**src/hw/rtl/io_port_permission_table_assert.svh**
```systemverilog
// ----------------------------------------------------------------------------
// io_port_permission_table assertion macros
// Implication checks, same cycle and next cycle, sampled on the clock.
// ----------------------------------------------------------------------------
`ifndef IO_PORT_PERMISSION_TABLE_ASSERT_SVH
`define IO_PORT_PERMISSION_TABLE_ASSERT_SVH

// consequent must hold in the same cycle as the antecedent
`define IOPT_ASSERT_NOW(label, clk, rst, ante, cons, msg) \
   label: assert property (@(posedge clk) disable iff (rst) (ante) |-> (cons)) \
      else $error(msg);

// consequent must hold in the cycle after the antecedent
`define IOPT_ASSERT_NEXT(label, clk, rst, ante, cons, msg) \
   label: assert property (@(posedge clk) disable iff (rst) (ante) |=> (cons)) \
      else $error(msg);

`endif

```
**src/hw/rtl/iopt_ram.sv**
```systemverilog
// ----------------------------------------------------------------------------
// iopt_ram
// Simple dual-port RAM, one write port and one registered read port.
// ----------------------------------------------------------------------------
module iopt_ram #(
   parameter int WIDTH = 8,
   parameter int DEPTH = 16
) (
   input  logic                     clock,
   input  logic                     we,
   input  logic [$clog2(DEPTH)-1:0] waddr,
   input  logic [WIDTH-1:0]         wdata,
   input  logic [$clog2(DEPTH)-1:0] raddr,
   output logic [WIDTH-1:0]         rdata
);

   logic [WIDTH-1:0] mem [DEPTH];
   logic [WIDTH-1:0] rdata_ff;

   always_ff @(posedge clock) begin
      if (we) begin
         mem[waddr] <= wdata;
      end
      rdata_ff <= mem[raddr];
   end

   assign rdata = rdata_ff;

endmodule

```
**config.mk**
```make
export PLATFORM = sky130hd
export DESIGN_NAME = iopt_ram
export DESIGN_NICKNAME = d
export VERILOG_FILES = /design/src/hw/rtl/io_port_permission_table_assert.svh /design/src/hw/rtl/iopt_ram.sv
export SDC_FILE = /design/constraint.sdc
export NUM_CORES = 1
export LEC_CHECK = 0
export BUFFER_PORTS_ARGS = -buffer_cell sky130_fd_sc_hd__buf_2
export CAP_MARGIN = 15
export CORE_ASPECT_RATIO = 2
export CORE_MARGIN = 2
export CORE_UTILIZATION = 50
export DETAILED_ROUTE_END_ITERATION = 16
export PLACE_DENSITY = 0.8
export SLEW_MARGIN = 10
export SYNTH_ARGS = -nofsm -noshare
export SYNTH_HDL_FRONTEND = slang
export SYNTH_SLANG_ARGS = --single-unit
```
**constraint.sdc**
```tcl
create_clock -name clock -period 1.9 [get_ports clock]
set_input_delay 0.285 -clock clock [delete_from_list [all_inputs] [get_ports clock]]
set_output_delay 0.285 -clock clock [all_outputs]
set_load 0.02 [all_outputs]
```
---- Word-level counts from Yosys, hierarchy flattened ----
Memory sizes are Yosys's and may differ from the RTL's. A register that Yosys moved wholly into a read port is not among the register bits.
Cells that the tools add are included.
word-level totals
  register bits after elaboration ......... 0
  word-level logic and storage cells ...... 3
  memories kept ........................... 1
  output and inout bits ................... 8
  bits in writable memories ............... 128
  input port bits ......................... 18
memories
  memory  depth  bits a word  rd ports  clocked after Yosys merged registers in  wr ports  RTL line        source
  mem     16     8            1         1                                        1         iopt_ram.sv:17  logic [WIDTH-1:0] mem [DEPTH];
cells by class
  multiplexer cells ....................... 2
operators with widths
  kind     count
  $mux W1  2

---- Longest topological paths before layout ----
  depth after elaboration ................. 2
  gate-level depth with buffers ........... 5
  mapped depth without buffers ............ 3

---- Worst setup path after synthesis ----
No wires, ideal clock.
  kind .................................... input to register
  start point ............................. input waddr[2]
  end point ............................... memory mem[0][0], enable pin
  required time ........................... 1.517 ns
  stages on the path ...................... 2
  buffers on the path ..................... 0
  library setup time ...................... 0.383 ns
  path slack .............................. 0.122 ns
  arrival ................................. 1.395 ns
  path through ............................ or3b_2 > nor3_1
RTL lines
  item             RTL line        source
  start, declared  iopt_ram.sv:11  input logic [$clog2(DEPTH)-1:0] waddr,
  end, declared    iopt_ram.sv:17
Straight into the memory's write port.

==> impl_results.md <==
* Die Y at 147 um
* Worst slew pin tran at 0.407 ns
* Largest net degree at the start of global routing at 33
* 1st-iter DRT viols at around 220
* Worst-path maximum fanout at 1
* Req. time, crit path at 2.18 ns
* Initial Utilization at 51.0%
* Power Density at 1100 nW/um^2
* Worst skew pair latency at between 0.4 and 0.5 ns
* Clock tree from TritonCTS: done
* Layout Nets at roughly 300
* I/O pins at 26
* Final TNS setup at 0 ns
* Syn Nets at 247
* Worst r2r src: mem[2][0]
* Vias in the first global route at 2706
* Relative slew margins at 72.7%
* Final RePlAce weighted congestion at 0.751
* Cell area after synthesis at 5150 sq um
* Clock buffer count from CTS at 17
* Total of max-cap violations at 0
* Worst setup margin at about 0.54 ns
* Total core area at ~10000 sq um
* Netlist cell types at 19
* Htree depth at 4
* Worst setup path class: flip-flop to flip-flop
* Die X at 75.7 um
* VDD IR-drop max at 0.942 mV
* Via count at 2414
* P&R area growth vs syn at 17.9%
* Crit end category: flip-flop
* Hold buffers post-CTS at 0
* # clock sinks at 136
* Routed Wire Length at just under 10000 um
* Seq cells post-synth at 136
* Leak Pwr at 2.07 nW
* Total power at roughly 6.7 mW
* Remaining Overflow, GRT at 0
* CP Launch Type: flip-flop
* # setup viols final at 0
* CTS resizes at 0
* Hold depth at 1
* DRC at 0
* Fin cells at 431
* CTS root buffer: clkbuf_16
* DP Wirelength at 6710 um
* First-pass GRT wire length at 15300 um
* Pre-antenna DRT Iters at 5
* Clk pin slew, worst setup/hold paths at 0.05 ns
* Tcrit/Tclk final at 71.3%
* # fillers at between 700 and 800
* Fmax achieved at 0.738 GHz
* RSZ-0062 raised after global routing: false
* Post-Synthesis Cells at between 200 and 250
* Ant. Diodes at 0
* Fin. Hold Viols at 0
* R2r worst-path depth at 3
* Layout cells sized above 1 at 29.7%
* Final Max Slew Viols at 0
* Min cycle time layout at 1.36 ns
* Average size of a mapped cell at 22.5 sq um
* Status: complete, no violations
* Hold Startpoint: wdata[4]
* Placed Cells incl. Taps at 400
* ANT nets after route at 0
* Number of post-CTS setup repair buffers at 0
* Post-DR wirelength/cell at 22.8 um
* Die area at 11200 sq um
* Crit. Startpoint: mem[2][0]
* Vias per inst at ~5.6
* Sequential share of the synthesized area at 77.8%
* Tot GR Track Use at around 20%
* Place WS at 0.214 ns
* Yosys warning total at 0
* HP Class: input port to flip-flop
* Worst Clk Skew at 0.0154 ns
* Worst EP arrival at about 1.6 ns
* Port bufs at 25
* Worst-case clock buffer depth at 2
* Row cnt at 52
* Initial antenna violation count at 0
cell type report:
cell class | count | area (sq um) | share of cell area [%]
clock buffer | 20 | 437 | 7.19
clock inverter | 11 | 108 | 1.77
multi-input combinational | 83 | 1060 | 17.4
sequential | 136 | 4000 | 66.0
tap | 135 | 169 | 2.78
timing repair buffer | 46 | 295 | 4.86
cells in the final DEF, fill, tap and decap left out, types with 4 or more instances in the layout:
cell	synthesis	routed
nor3_1	4	4
a22oi_1	16	16
dfxtp_1	8	8
mux4_2	18	18
nor2_1	13	13
edfxtp_1	128	128
buf_2	3	25
mux4_1	14	14
buf_4	1	20
clkinv_1	0	5
clkbuf_16	0	17
nand2_1	9	9
per-layer routing:
metal	share of wire (%)	track usage, %	vias to the layer above
met3	3.8	5.79	20
met2	59	34.1	78
met1	35	23.2	1230
met4	3.0	8.25	0
li1	-	-	1086
met5	0	0	-
metrics by stage:
step	instance area [sq um]	hold slack (ns)	utilization (%)
final	6070	0.257	60.2
after floorplan	5150	0.384	-
after CTS	6070	0.251	60.2
after detailed placement	5530	0.669	54.8
after global placement	5530	0.647	54.8
after global routing	6070	0.260	60.2
sequential cells by signal (all words and copies together) (netlist names):
signal,count
mem,128
rdata,8
worst max-delay path: stages (launching register included):
cell and delay (ns):
edfxtp_1 0.36, mux4_1 0.52, a22oi_1 0.26, nand2_1 0.09
logic make-up after synthesis:
logic type	Yosys count	synth area share (%)
AO/OA/AOI/OAI	16	2.33
buffers and inverters	10	1.68
flip-flops	136	77.8
multiplexers	32	15.0
AND/OR/NAND/NOR	35	3.18
Yosys cell counts, drive strengths merged:
master	n	area (sq um)
a22oi	16	120
and2	1	6.26
and2b	1	7.51
buf	7	56.3
clkdlybuf4s25	3	30.0
dfxtp	8	160
edfxtp	128	3840
mux4	32	773
nand2	9	33.8
nand2b	2	12.5
nand3	1	5.00
nand3b	2	15.0
nor2	13	48.8
nor2b	1	6.26
nor3	4	20.0
or3b	1	8.76
report_power, final:
| part | switching (mW) | total, mW | internal, mW |
|---|---|---|---|
| registers | 0.0212 | 3.38 | 3.36 |
| clock network | 1.09 | 2.99 | 1.89 |
| logic | 0.192 | 0.327 | 0.135 |
final timing paths:
kind	endpoint	slack [ns]
min	mem[0][4]	0.26
max reg2reg	rdata[0]	0.54
max	rdata[0]	0.54
min reg2reg	rdata[3]	0.69
Power figures use the tool's default switching activity.
